**src/hw/rtl/spc3_pkg.sv**
```systemverilog
// ----------------------------------------------------------------------------
// spc3_pkg
// Shared types and codes of the strided, padded 3D correlation engine.
// ----------------------------------------------------------------------------
package spc3_pkg;

	localparam int SumBits    = 48;
	localparam int PosBits    = 18;
	localparam int CfgIdxBits = 3;
	localparam int CfgBits    = 12;
	localparam int OutLimit   = 262144;

	// Operation codes of an input item
	localparam logic [1:0] OP_LOAD_INPUT  = 2'd0;
	localparam logic [1:0] OP_LOAD_KERNEL = 2'd1;
	localparam logic [1:0] OP_EMIT        = 2'd2;

	// Status codes of a result item
	localparam logic [1:0] ST_OK       = 2'd0;
	localparam logic [1:0] ST_KERNEL   = 2'd1;
	localparam logic [1:0] ST_SIZE     = 2'd2;

	// Register indexes
	localparam logic [2:0] REG_LX = 3'd0;
	localparam logic [2:0] REG_LY = 3'd1;
	localparam logic [2:0] REG_LZ = 3'd2;
	localparam logic [2:0] REG_WX = 3'd3;
	localparam logic [2:0] REG_WY = 3'd4;
	localparam logic [2:0] REG_WZ = 3'd5;
	localparam logic [2:0] REG_ST = 3'd6;
	localparam logic [2:0] REG_PD = 3'd7;

	typedef struct packed {
		logic [SumBits-1:0] sum;
		logic [PosBits-1:0] position;
		logic               last_output;
		logic [1:0]         status;
	} result_t;

endpackage

```
**src/hw/rtl/spc3_mac.sv**
```systemverilog
// ----------------------------------------------------------------------------
// spc3_mac
// Saturating multiply-accumulate: registered product, then 48-bit add.
// ----------------------------------------------------------------------------
module spc3_mac
	import spc3_pkg::*;
#(
	parameter int SampleBits = 16
) (
	input  logic                         clk,
	input  logic                         arst_n,
	input  logic                         clear,
	input  logic                         en,
	input  logic signed [SampleBits-1:0] a,
	input  logic signed [SampleBits-1:0] b,
	output logic signed [SumBits-1:0]    acc
);
	localparam int ProdBits = 2 * SampleBits;
	localparam int WideBits = (ProdBits > SumBits ? ProdBits : SumBits) + 2;
	localparam logic signed [WideBits-1:0] MaxW = WideBits'({1'b0, {(SumBits-1){1'b1}}});
	localparam logic signed [WideBits-1:0] MinW = -MaxW - WideBits'(1);

	logic signed [ProdBits-1:0] prod_s1;
	logic                       en_s1;
	logic signed [WideBits-1:0] total;
	logic signed [SumBits-1:0]  acc_q;

	assign total = WideBits'(acc_q) + WideBits'(prod_s1);
	assign acc   = acc_q;

	// register the product, then accumulate with saturation
	always_ff @(posedge clk or negedge arst_n) begin
		if (!arst_n) begin
			en_s1 <= 1'b0;
			acc_q <= '0;
		end else begin
			en_s1 <= en;
			if (clear) acc_q <= '0;
			else if (en_s1) begin
				if (total > MaxW) acc_q <= MaxW[SumBits-1:0];
				else if (total < MinW) acc_q <= MinW[SumBits-1:0];
				else acc_q <= total[SumBits-1:0];
			end
		end
	end

	always_ff @(posedge clk) prod_s1 <= a * b;
endmodule

```
**config.mk**
```make
export PLATFORM = sky130hd
export DESIGN_NAME = spc3_mac
export DESIGN_NICKNAME = d
export VERILOG_FILES = /design/src/hw/rtl/spc3_pkg.sv /design/src/hw/rtl/spc3_mac.sv
export SDC_FILE = /design/constraint.sdc
export NUM_CORES = 1
export LEC_CHECK = 0
export BUFFER_PORTS_ARGS = -buffer_cell sky130_fd_sc_hd__buf_2
export CAP_MARGIN = 15
export CORE_ASPECT_RATIO = 1.75
export CORE_MARGIN = 8
export CORE_UTILIZATION = 40
export DETAILED_ROUTE_END_ITERATION = 6
export GPL_ROUTABILITY_DRIVEN = 1
export SLEW_MARGIN = 20
export SYNTH_ARGS = -nofsm -noshare
export SYNTH_HDL_FRONTEND = slang
export SYNTH_SLANG_ARGS = --single-unit
```
**constraint.sdc**
```tcl
create_clock -name clk -period 3.6 [get_ports clk]
set_clock_uncertainty 0.05 [all_clocks]
set_input_delay 0 -clock clk [delete_from_list [all_inputs] [get_ports clk]]
set_output_delay 0 -clock clk [all_outputs]
set_load 0.05 [all_outputs]
```
After elaboration in Yosys (flattened, before gate mapping) --
Index checks and enable logic that the tools add are counted.
Cells by class: add/subtract/negate cells 1, multipliers 1, div/mod/pow operators 0, order comparisons 2, eq/ne operators 0, shift-type cells 0, mux-type cells 4, bitwise gates (word level) 0, reduce and logical (&&, ||, !) cells 1
Operators with widths (number):
- 2-to-1 mux 48 bit | 4
- adder 48 x 32 -> 49 bit | 1
- greater-than comparator 49 x 48 -> 1 bit (second input constant) | 1
- < comparator 49 x 48 -> 1 bit (second input constant) | 1
- multiplier 16 x 16 -> 32 bit | 1
- nonzero test 2 bit | 1
Word-level totals: bits in registers 81, latch bits 0, RAM bits 0, memory bits (read-only) 0, input port bits 36, output and inout port bits 48, logic and storage cells 12, memories 0

Depth between registers and ports, before layout --
Gate-level depths: netlist of the first run.
depth after elaboration 6, mapped depth 24

Worst setup path before layout of the first run --
Ideal clock, no wire load.
path kind input-to-reg, start in a[15], end reg prod_s1[28], arrival time 5.772 ns, slack -2.295 ns, cell stages on the path 20, path buffers 1, path through clkbuf_1 -> nand2_1 -> fa_1 -> inv_1 -> fa_1 -> fa_1 -> fa_1 -> fa_1 -> inv_1 -> fa_1 -> inv_1 -> ha_1 -> and4_1 -> and2_1 -> a211o_1 -> nor4_1 -> nor2_1 -> a21o_1 -> a21oi_1 -> xnor2_1
On the way: word-level cells in the longest chain between the ends 1
Ends and longest elaborated chain:
- start: declaration | line spc3_mac.sv:14 | input logic signed [SampleBits-1:0] a,
- multiplier 16 x 16 -> 32 bit | line spc3_mac.sv:47 | always_ff @(posedge clk) prod_s1 <= a * b;
- end signal: assignment | line spc3_mac.sv:47
- end: declaration | line spc3_mac.sv:23 | logic signed [ProdBits-1:0] prod_s1;
Every way passes these cells. A chain may end at the register's enable or synchronous reset.

Worst setup path after layout of the first run --
start in b[3], end reg prod_s1[28]
On the way: word-level cells in the longest chain between the ends 1
Ends and longest elaborated chain:
- start: declaration | line spc3_mac.sv:15 | input logic signed [SampleBits-1:0] b,
- multiplier 16 x 16 -> 32 bit | line spc3_mac.sv:47
Every way passes these cells.

==> results of run 1 <==
-- per-layer routing --
| layer | up-vias | track usage [%] |
|---|---|---|
| li1 | 6029 | - |
| met1 | 6322 | 19.4 |
| met2 | 226 | 37.9 |
| met3 | 110 | 1.55 |
| met4 | 0 | 9.02 |
| met5 | - | 0 |
-- per-stage QoR --
| step | instances | cell area [um^2] |
|---|---|---|
| final | 2478 | 20000 |
| after global routing | 2478 | 20000 |
| after CTS | 2455 | 19400 |
| after detailed placement | 2418 | 18300 |
| after global placement | 2418 | 18300 |
| after floorplan | 1693 | 16100 |
-- cells by family (layout without fill, tap and decap cells) --
family | after synthesis | in the layout | share of synthesized area [%]
xor gates and xnor gates | 76 | 76 | 4.31
DFF | 81 | 81 | 12.1
muxes | 1 | 1 | 0.0648
adders and majority gates | 393 | 393 | 44.6
AOI/OAI and AO/OA | 313 | 313 | 14.3
and+or+nand+nor | 433 | 433 | 14.1
buffers and inverters | 396 | 696 | 10.6
-- flip-flops by register name, summed over array words and instances (netlist names) --
register / count
acc: 48
en_s1: 1
prod_s1: 32
-- how the worst max path moves through the flow --
stage | cells after the start | startpoint | endpoint
3_3_place_gp | 24 | a[6] | prod_s1[28]$_DFF_P_
6_report | 24 | b[3] | prod_s1[28]$_DFF_P_
2_1_floorplan | 24 | a[5] | prod_s1[23]$_DFF_P_
3_5_place_dp | 22 | a[10] | prod_s1[30]$_DFF_P_
5_1_grt | 22 | a[10] | prod_s1[30]$_DFF_P_
4_1_cts | 22 | a[5] | prod_s1[28]$_DFF_P_
-- worst min-delay path, cell delays in order --
cell and delay, ns:
sky130_fd_sc_hd__buf_6 0.13, sky130_fd_sc_hd__buf_6 0.14, sky130_fd_sc_hd__and2_1 0.13, sky130_fd_sc_hd__ha_1 0.14
-- area by class of cell --
| class | count | share of cell area, % |
|---|---|---|
| inverter | 334 | 6.26 |
| sequential | 81 | 9.32 |
| multi-input combinational | 1216 | 65.0 |
| clock inverter | 4 | 0.237 |
| timing repair buffer | 346 | 14.8 |
| tap | 485 | 3.03 |
| clock buffer | 12 | 1.34 |
-- cell usage after synthesis, types with 3 or more instances --
master	instances
sky130_fd_sc_hd__a21boi_0	8
sky130_fd_sc_hd__nor3_1	10
sky130_fd_sc_hd__a22oi_1	4
sky130_fd_sc_hd__o311ai_0	4
sky130_fd_sc_hd__a2111oi_0	3
sky130_fd_sc_hd__a211oi_1	14
sky130_fd_sc_hd__dlygate4sd1_1	5
sky130_fd_sc_hd__nor4_1	4
sky130_fd_sc_hd__clkbuf_8	3
sky130_fd_sc_hd__o21bai_1	16
sky130_fd_sc_hd__buf_6	10
sky130_fd_sc_hd__a31oi_1	9
sky130_fd_sc_hd__nor2_1	56
sky130_fd_sc_hd__a221o_1	41
sky130_fd_sc_hd__o21a_1	5
sky130_fd_sc_hd__and2_4	3
sky130_fd_sc_hd__ha_1	130
sky130_fd_sc_hd__o21ai_0	42
sky130_fd_sc_hd__a41oi_1	4
sky130_fd_sc_hd__buf_4	6
sky130_fd_sc_hd__inv_1	334
sky130_fd_sc_hd__dfrtp_1	49
sky130_fd_sc_hd__nand2b_1	12
sky130_fd_sc_hd__dfxtp_1	32
sky130_fd_sc_hd__o31ai_1	7
sky130_fd_sc_hd__nand3_1	14
sky130_fd_sc_hd__nor2b_1	3
sky130_fd_sc_hd__a21o_1	32
sky130_fd_sc_hd__and3_1	5
sky130_fd_sc_hd__or2_2	3
sky130_fd_sc_hd__and2_1	141
sky130_fd_sc_hd__a2bb2oi_1	4
sky130_fd_sc_hd__clkbuf_1	34
sky130_fd_sc_hd__a21oi_1	86
sky130_fd_sc_hd__nand4_1	8
sky130_fd_sc_hd__xor2_1	24
sky130_fd_sc_hd__xnor2_1	52
sky130_fd_sc_hd__o211ai_1	9
sky130_fd_sc_hd__fa_1	263
sky130_fd_sc_hd__a221o_2	5
sky130_fd_sc_hd__nand2_1	161
-- timing repair --
action	in CTS	in global routing
resized for setup	144	124
setup endpoints to repair	40	72
setup buffers	18	20
pin swaps	109	100
hold buffers	3	0
hold endpoints to repair	32	0
gates cloned	2	3
==> PnR_summary.wiki, run 1 <==
{| class="wikitable"
! Metric !! Value
|-
| Outcome || complete, but fails checks
|-
| Failing checks || setup timing
|-
| HPWL reported at the end of detailed placement || 36000 um
|-
| Most frequent standard cell in the layout excluding fill and tap cells || sky130_fd_sc_hd__inv_1
|-
| Synthesized Nets || 2122
|-
| Endpoint kind of the worst setup timing path || flop
|-
| FMAX || 195 MHz
|-
| Crit path max-delay family || adder cells
|-
| Die X || 165 um
|-
| Arrival time worst endpoint || 5.34 ns
|-
| Worst Setup Slack, final || -1.52 ns
|-
| Floorplan die height || 276 um
|-
| Number of antenna cells inserted || 0
|-
| DP Worst Slack || -2.15 ns
|-
| Critical path cell sequence || buf_12 -> buf_4 -> and2_4 -> fa_1 -> inv_2 -> fa_2 -> fa_1 -> inv_2 -> fa_1 -> fa_1 -> inv_1 -> fa_1 -> inv_2 -> ha_4 -> a21oi_4 -> nand2_2 -> a41oi_4 -> buf_6 -> a21oi_4 -> nor4_4 -> nor2_1 -> a21o_1 -> a21oi_2 -> xnor2_1
|-
| Worst hold path type || primary input to flop
|-
| Uppermost layer routed || met4
|-
| Setup repair after global routing missed its margin || yes
|-
| Total number of placement rows || 95
|-
| Most used cell, CP || sky130_fd_sc_hd__fa_1
|-
| Largest driver fanout on the critical path || 5
|-
| Area of the core || 0.0383 mm^2
|-
| H-tree depth reported by CTS || 3
|-
| Yosys cell types || 71
|-
| Final TNS setup || -25.84 ns
|-
| Die outline area || 0.0454 mm^2
|-
| Clock buffer depth || 2
|-
| Top-area cell type share of the netlist area || 34.1%
|-
| Flops & latches, synth || 81
|-
| Register Area || 0.00187 mm^2
|-
| Post-synth EDFFs || 0
|-
| Cell with the biggest individual delay on the critical path || sky130_fd_sc_hd__fa_1
|-
| IO Pins || 84
|-
| Cell taking the most area after synthesis || sky130_fd_sc_hd__fa_1
|-
| # nets final || 2417
|-
| Synthesized cell area || 0.0155 mm^2
|-
| Crit-path max cell delay || 0.57 ns
|-
| Met1 Wirelength || 15300 um
|-
| Number of sinks on the clock net || 81
|-
| Smallest hold slack || 0.174 ns
|-
| CTS tree || built
|-
| Insertion delay of the later-clocked pin in the worst-skew pair || 0.36 ns
|-
| DR vias || 12687
|-
| Area of combinational cells with multiple inputs || 0.0130 mm^2
|-
| Number of synthesis warnings || 0
|-
| DRC violation count after routing || 0
|-
| Worst hold path depth || 4
|-
| Wire length per cell || 17.3 um
|-
| Layout overhead on the synthesized area || 29.6%
|-
| Worst-case register-to-register setup slack || 0.14 ns
|-
| DR iter-0 viols || 458
|-
| Utilization of the core after routing || 52.3%
|-
| Synth Instances || 1693
|-
| Sum of routed wire length over all layers || 42800 um
|-
| Wire length on met2 || 24400 um
|-
| Aggregate global-route resource usage || 19.2%
|-
| Total clock buffers created by CTS || 9
|-
| Startpoint of the most critical register-to-register path || acc[0]$_DFFE_PN0P_
|-
| Number of buffer and inverter stages on the critical path || 7
|-
| Main area contributors after synthesis || sky130_fd_sc_hd__fa_1 34%, sky130_fd_sc_hd__ha_1 11%, sky130_fd_sc_hd__inv_1 8.1%
|-
| End of the worst register-to-register path || acc[46]$_DFFE_PN0P_
|-
| Worst rel slew slack || 39.3%
|-
| Worst Reg2Reg Path Length in Cells || 11
|-
| Worst-case hold path end point || prod_s1[1]$_DFF_P_
|-
| # setup viols final || 23
|-
| Register area share after synthesis || 12.1%
|-
| RD Place Congestion || 0.875
|-
| Number of inserted filler cells in the final layout || 3511
|-
| Antenna Violating Nets Remaining || 0
|-
| Data required time of the critical path || 3.83 ns
|-
| Critical hold path startpoint || b[1]
|-
| Final critical delay including setup and external delays || 5.12 ns
|-
| Number of antenna violations at the first check in global routing || 0
|-
| Fraction of layout instances using a drive strength above 1 || 29.7%
|-
| Clock tree root driver cell || sky130_fd_sc_hd__clkbuf_16
|-
| Main synth FF type || sky130_fd_sc_hd__dfrtp_1
|-
| # Max-Cap Violations || 0
|-
| Slew at the pin closest to its max-slew limit || 0.908 ns
|-
| Critical path class || primary input to flop
|-
| Via count of the first global-routing pass || 14239
|-
| Fin. max-slew vios || 0
|-
| Global-route wire length before repair || 70200 um
|-
| Portion of the clock cycle consumed by the worst path in the final layout || 142%
|-
| Mean Syn Cell Area || 9.13 um^2
|-
| Starting density of the core || 40.4%
|-
| Pre-Repair DR Iteration Count || 4
|-
| Met3 Routed Length || 1040 um
|-
| Pin count of the biggest net entering global routing || 36
|-
| Final Hold Violating Endpoints || 0
|-
| Type of origin of the critical path || primary input
|-
| Number of buffer cells added on primary ports || 83
|-
| Most used cells in the layout excluding fill and tap cells || 297 x sky130_fd_sc_hd__inv_1, 236 x sky130_fd_sc_hd__fa_1, 216 x sky130_fd_sc_hd__buf_4
|-
| Mean number of vias per cell || 5.12
|-
| Total grt overflow || 0
|-
| Async S/R FF share, synth || 60.5%
|-
| Clock transition at path regs || 0.06 ns
|}
Power of run 1 is left out: the tool's default activity adds up to more than one toggle a clock period on the data nets, which glitch-free logic cannot reach.
==> inputs of run 2 (changes only) <==
Settings changed: RECOVER_POWER set to 50.
==> PnR_summary.wiki, run 2 (synthesized netlist as in run 1, its figures left out) <==
{| class="wikitable"
! Metric !! Value
|-
| Data required time of the critical path || 3.83 ns (about the same)
|-
| CTS tree || built
|-
| Sum of routed wire length over all layers || 42800 um (about the same)
|-
| Critical path class || primary input to flop
|-
| Arrival time worst endpoint || 5.34 ns (about the same)
|-
| Via count of the first global-routing pass || 14239 (unchanged)
|-
| Worst rel slew slack || -19.4% (-59 points)
|-
| Final critical delay including setup and external delays || 5.12 ns (-0.00108 ns)
|-
| Number of inserted filler cells in the final layout || 3533 (+0.63%)
|-
| Starting density of the core || 40.4% (unchanged)
|-
| Placement-stage cell area || 0.0183 mm^2 (unchanged)
|-
| Final Hold Violating Endpoints || 0 (unchanged)
|-
| Setup repair after global routing missed its margin || yes
|-
| Pre-Repair DR Iteration Count || 4 (unchanged)
|-
| Total clock buffers created by CTS || 9 (unchanged)
|-
| Global-route wire length before repair || 70200 um (unchanged)
|-
| Slew at the pin closest to its max-slew limit || 1.79 ns (+0.882 ns)
|-
| Total number of placement rows || 95 (unchanged)
|-
| Fraction of layout instances using a drive strength above 1 || 27.3% (-2.3 points)
|-
| Worst hold path type || primary input to flop
|-
| Failing checks || capacitance limit, slew limit, setup timing
|-
| # Max-Cap Violations || 1 (+1)
|-
| Most used cells in the layout excluding fill and tap cells || 297 x sky130_fd_sc_hd__inv_1, 236 x sky130_fd_sc_hd__fa_1, 215 x sky130_fd_sc_hd__buf_4
|-
| Number of antenna violations at the first check in global routing || 0 (unchanged)
|-
| Portion of the clock cycle consumed by the worst path in the final layout || 142% (about the same)
|-
| Antenna Violating Nets Remaining || 0 (unchanged)
|-
| Cell with the biggest individual delay on the critical path || sky130_fd_sc_hd__fa_1
|-
| Number of buffer cells added on primary ports || 83 (unchanged)
|-
| Cell area after layout || 0.0200 mm^2 (-0.30%)
|-
| Die X || 165 um (unchanged)
|-
| FMAX || 196 MHz (about the same)
|-
| Cell total after placement || 2418 (unchanged)
|-
| Max FFs per register || 48 (unchanged)
|-
| # nets final || 2417 (unchanged)
|-
| Largest driver fanout on the critical path || 5 (unchanged)
|-
| Number of sinks on the clock net || 81 (unchanged)
|-
| DRC violation count after routing || 0 (unchanged)
|-
| Non-filler instance count after layout || 2478 (unchanged)
|-
| Number of antenna cells inserted || 0 (unchanged)
|-
| # setup viols final || 23 (unchanged)
|-
| Final TNS setup || -25.83 ns (+0.00320 ns)
|-
| Endpoint kind of the worst setup timing path || flop
|-
| Clock buffer depth || 2 (unchanged)
|-
| Aggregate global-route resource usage || 19.2% (unchanged)
|-
| Smallest hold slack || 0.175 ns (+0.000686 ns)
|-
| DR iter-0 viols || 493 (+7.6%)
|-
| Pin count of the biggest net entering global routing || 36 (unchanged)
|-
| Fin. max-slew vios || 32 (+32)
|-
| Clock tree root driver cell || sky130_fd_sc_hd__clkbuf_16
|-
| Area of the core || 0.0383 mm^2 (unchanged)
|-
| IO Pins || 84 (unchanged)
|-
| Total grt overflow || 0 (unchanged)
|-
| HPWL reported at the end of detailed placement || 36000 um (unchanged)
|-
| Most used cell, CP || sky130_fd_sc_hd__fa_1
|-
| Number of buffer and inverter stages on the critical path || 7 (unchanged)
|-
| Worst Setup Slack, final || -1.52 ns (+0.00108 ns)
|-
| Type of origin of the critical path || primary input
|-
| Outcome || complete, but fails checks
|-
| Critical path cell sequence || buf_12 -> buf_4 -> and2_4 -> fa_1 -> inv_2 -> fa_2 -> fa_1 -> inv_2 -> fa_1 -> fa_1 -> inv_1 -> fa_1 -> inv_2 -> ha_4 -> a21oi_4 -> nand2_2 -> a41oi_4 -> buf_6 -> a21oi_4 -> nor4_4 -> nor2_1 -> a21o_1 -> a21oi_2 -> xnor2_1
|-
| Crit-path max cell delay || 0.57 ns (about the same)
|-
| Mean number of vias per cell || 5.12 (about the same)
|-
| Floorplan die height || 276 um (unchanged)
|-
| Die outline area || 0.0454 mm^2 (unchanged)
|-
| RD Place Congestion || 0.875 (unchanged)
|-
| Insertion delay of the later-clocked pin in the worst-skew pair || 0.36 ns (about the same)
|-
| DR vias || 12677 (-0.079%)
|-
| Clock transition at path regs || 0.06 ns (about the same)
|-
| Most frequent standard cell in the layout excluding fill and tap cells || sky130_fd_sc_hd__inv_1
|-
| Wire length per cell || 17.3 um (about the same)
|-
| Crit path max-delay family || adder cells
|-
| H-tree depth reported by CTS || 3 (unchanged)
|-
| Layout overhead on the synthesized area || 29.2%
|}
[run 2: cell count changes in the layout (fill, tap and decap cells not counted)]
cell,before,now
sky130_fd_sc_hd__clkbuf_1,1,47
sky130_fd_sc_hd__buf_4,216,215
sky130_fd_sc_hd__buf_2,57,12
[run 2: through the flow]
stage	utilization (%)	worst slack, ns
CTS	50.7	-1.57
floorplan	-	-1.72
global placement	47.7	-2.01
detailed placement	47.7	-2.15
global route	52.2	-1.75
finish	52.2	-1.52
[run 2: what timing repair did]
item                                    4_1_cts  5_1_grt
pin swaps                                   109      100
hold buffers                                  3        0
endpoints found under the setup margin       40       72
gates cloned                                  2        3
resized for setup                           144      124
setup buffers                                18       20
hold endpoints to repair                     32        0
[run 2: final timing paths]
| check | start | to | slack (ns) | cells past startpoint |
|---|---|---|---|---|
| min reg2reg | acc[38]$_DFFE_PN0P_ | acc[38]$_DFFE_PN0P_ | 0.49 | 1 |
| max in group asynchronous | arst_n | acc[30]$_DFFE_PN0P_ | 1.75 | 3 |
| min in group asynchronous | arst_n | acc[9]$_DFFE_PN0P_ | 0.60 | 2 |
| min | b[1] | prod_s1[1]$_DFF_P_ | 0.17 | 4 |
| max | b[3] | prod_s1[28]$_DFF_P_ | -1.52 | 24 |
| max reg2reg | acc[0]$_DFFE_PN0P_ | acc[46]$_DFFE_PN0P_ | 0.14 | 11 |
[run 2: area by class of cell]
cell class | instances | area [um^2] | share of cell area [%]
clock buffers | 12 | 268 | 1.34
multi-input cells | 1216 | 13000 | 65.2
well taps | 485 | 607 | 3.04
clock inverters | 4 | 47.5 | 0.238
flip-flops and latches | 81 | 1870 | 9.35
repair buffers | 346 | 2910 | 14.6
inverters | 334 | 1250 | 6.28
[run 2: layer usage]
| metal | wire [um] | vias to the layer above | share of wire [%] | GRT usage, % |
|---|---|---|---|---|
| met5 | 0 | - | 0 | 0 |
| met4 | 2230 | 0 | 5.2 | 9.02 |
| met3 | 1060 | 110 | 2.5 | 1.55 |
| met2 | 24300 | 227 | 57 | 37.9 |
| met1 | 15300 | 6312 | 36 | 19.4 |
| li1 | - | 6028 | - | - |
[run 2: worst register-to-register path, delay by kind of cell, from the launching register on]
family / cells / cell delay, ns
AOI/OAI and AO/OA: 8 / 2.10
adders and majority gates: 2 / 0.64
DFF: 1 / 0.40
xor gates and xnor gates: 1 / 0.17
Power of run 2 is left out for the same reason.
==> inputs of run 3 (changes only) <==
Settings changed: CORE_ASPECT_RATIO 1.75 to 0.75, GPL_TIMING_DRIVEN set to 0.
==> PnR_summary.wiki, run 3 (synthesized netlist as in run 1, its figures left out) <==
{| class="wikitable"
! Metric !! Value
|-
| Crit path max-delay family || adder cells
|-
| HPWL reported at the end of detailed placement || 34800 um (-3.2%)
|-
| Die outline area || 0.0453 mm^2 (-0.40%)
|-
| Worst hold path type || primary input to flop
|-
| Clock tree root driver cell || sky130_fd_sc_hd__clkbuf_16
|-
| Final Hold Violating Endpoints || 0 (unchanged)
|-
| DRC violation count after routing || 0 (unchanged)
|-
| Data required time of the critical path || 3.83 ns (about the same)
|-
| Fin. max-slew vios || 50 (+56%)
|-
| Aggregate global-route resource usage || 19.8% (+0.59 points)
|-
| Pre-Repair DR Iteration Count || 5 (+1)
|-
| Total clock buffers created by CTS || 9 (unchanged)
|-
| Failing checks || capacitance limit, slew limit, setup timing
|-
| Cell with the biggest individual delay on the critical path || sky130_fd_sc_hd__fa_2
|-
| Mean number of vias per cell || 5.24 (+2.4%)
|-
| DR iter-0 viols || 686 (+39%)
|-
| Max FFs per register || 48 (unchanged)
|-
| Setup repair after global routing missed its margin || yes
|-
| Total number of placement rows || 62 (-35%)
|-
| Number of buffer and inverter stages on the critical path || 7 (unchanged)
|-
| Total grt overflow || 0 (unchanged)
|-
| IO Pins || 84 (unchanged)
|-
| Antenna Violating Nets Remaining || 0 (unchanged)
|-
| Worst rel slew slack || -90.5% (-71 points)
|-
| Portion of the clock cycle consumed by the worst path in the final layout || 149% (+7.1 points)
|-
| Critical path cell sequence || buf_12 -> clkbuf_16 -> nand2_4 -> inv_2 -> fa_2 -> buf_6 -> inv_2 -> fa_1 -> fa_1 -> fa_1 -> fa_1 -> fa_1 -> inv_2 -> ha_4 -> and2_4 -> and4_4 -> and2_4 -> a211o_4 -> nor4_4 -> buf_4 -> o311ai_4 -> a21oi_2 -> xnor2_1
|-
| Die X || 243 um (+48%)
|-
| Type of origin of the critical path || primary input
|-
| Outcome || complete, but fails checks
|-
| Number of buffer cells added on primary ports || 83 (unchanged)
|-
| Clock transition at path regs || 0.06 ns (about the same)
|-
| DR vias || 12628 (-0.39%)
|-
| Wire length per cell || 18.3 um (+5.6%)
|-
| Most used cell, CP || sky130_fd_sc_hd__fa_1
|-
| Fraction of layout instances using a drive strength above 1 || 23.6% (-3.8 points)
|-
| Sum of routed wire length over all layers || 44000 um (+2.8%)
|-
| Final critical delay including setup and external delays || 5.37 ns (+0.254 ns)
|-
| Critical path class || primary input to flop
|-
| # Max-Cap Violations || 1 (unchanged)
|-
| Area of the core || 0.0382 mm^2 (-0.28%)
|-
| Slew at the pin closest to its max-slew limit || 2.86 ns (+1.07 ns)
|-
| Pin count of the biggest net entering global routing || 50 (+39%)
|-
| Worst Setup Slack, final || -1.77 ns (-0.254 ns)
|-
| Via count of the first global-routing pass || 13297 (-6.6%)
|-
| Most frequent standard cell in the layout excluding fill and tap cells || sky130_fd_sc_hd__inv_1
|-
| # setup viols final || 23 (unchanged)
|-
| Number of sinks on the clock net || 81 (unchanged)
|-
| Global-route wire length before repair || 70900 um (+1.0%)
|-
| Floorplan die height || 186 um (-33%)
|-
| Number of antenna violations at the first check in global routing || 0 (unchanged)
|-
| Most used cells in the layout excluding fill and tap cells || 305 x sky130_fd_sc_hd__inv_1, 242 x sky130_fd_sc_hd__fa_1, 146 x sky130_fd_sc_hd__nand2_1
|-
| FMAX || 186 MHz (-4.7%)
|-
| CTS tree || built
|-
| H-tree depth reported by CTS || 3 (unchanged)
|-
| Largest driver fanout on the critical path || 6 (+1)
|-
| # nets final || 2322 (-3.9%)
|-
| Layout overhead on the synthesized area || 26.7%
|-
| Endpoint kind of the worst setup timing path || flop
|-
| Arrival time worst endpoint || 5.60 ns (+0.26 ns)
|-
| Starting density of the core || 40.5% (+0.11 points)
|-
| Crit-path max cell delay || 0.62 ns (+0.05 ns)
|-
| Smallest hold slack || 0.0157 ns (-0.159 ns)
|-
| Insertion delay of the later-clocked pin in the worst-skew pair || 0.36 ns (about the same)
|-
| RD Place Congestion || 0.914 (+4.4%)
|-
| Clock buffer depth || 2 (unchanged)
|}
run 3: cell types whose count changed in the layout (fill, tap and decap cells not counted), sizes merged:
| cell | change |
|---|---|
| clkbuf | +10 |
| dlygate4sd1 | +5 |
| buf | -109 |
| clkinv | +1 |
| diode | +1 |
| clkinvlp | +1 |
| inv | -1 |
| bufbuf | -2 |
run 3: through the flow:
stage	instance area (um^2)	instances	setup TNS [ns]	util [%]	setup WS, ns
after global routing	19600	2410	-31.97	51.3	-1.94
after detailed placement	17200	2288	-62.23	45.0	-2.65
after CTS	18900	2372	-45.49	49.4	-1.79
final	19600	2411	-28.35	51.3	-1.77
after floorplan	16100	1693	-24.71	-	-1.72
after global placement	17200	2288	-64.27	45.0	-2.58
run 3: what timing repair did:
action,in CTS,in global routing
hold buffers,3,0
cloned,3,0
resized for setup,186,118
hold endpoints to repair,51,0
endpoints found under the setup margin,71,73
pin swaps,66,100
setup buffers,63,43
run 3: area by class of cell:
| class | count | area, um^2 |
|---|---|---|
| clock inverter | 5 | 62.6 |
| multi-input combinational | 1216 | 13000 |
| buffer | 62 | 961 |
| timing repair buffer | 189 | 1580 |
| antenna | 1 | 2.50 |
| clock buffer | 11 | 243 |
| inverter | 334 | 1260 |
| tap | 512 | 641 |
| fill | 3560 | 18600 |
| sequential | 81 | 1870 |
run 3: final timing paths:
check / startpoint / cells after the start / slack [ns] / endpoint
max: b[2] / 23 / -1.77 / prod_s1[30]$_DFF_P_
min: a[0] / 2 / 0.02 / prod_s1[0]$_DFF_P_
max reg2reg: acc[24]$_DFFE_PN0P_ / 12 / 0.14 / acc[28]$_DFFE_PN0P_
min reg2reg: acc[4]$_DFFE_PN0P_ / 1 / 0.50 / acc[4]$_DFFE_PN0P_
max in group asynchronous: arst_n / 2 / 0.81 / acc[25]$_DFFE_PN0P_
min in group asynchronous: arst_n / 2 / 1.06 / acc[9]$_DFFE_PN0P_
run 3: worst reg2reg max path: cells and delay by family, from the launching register on:
family / cells / cell delay [ns]
flops: 1 / 0.43
buf+inv: 2 / 0.39
fa+ha+maj: 1 / 0.44
simple gates: 1 / 0.21
compound gates: 8 / 1.87
run 3: layer usage:
metal | routed length, um | vias up | global-route usage (%) | share of wire, %
met3 | 2730 | 55 | 4.25 | 6.2
li1 | - | 5845 | - | -
met1 | 20500 | 6415 | 27.4 | 47
met4 | 624 | 0 | 4.02 | 1.4
met2 | 20100 | 313 | 32.1 | 46
met5 | 0 | - | 0 | 0
Power of run 3 is left out for the same reason.
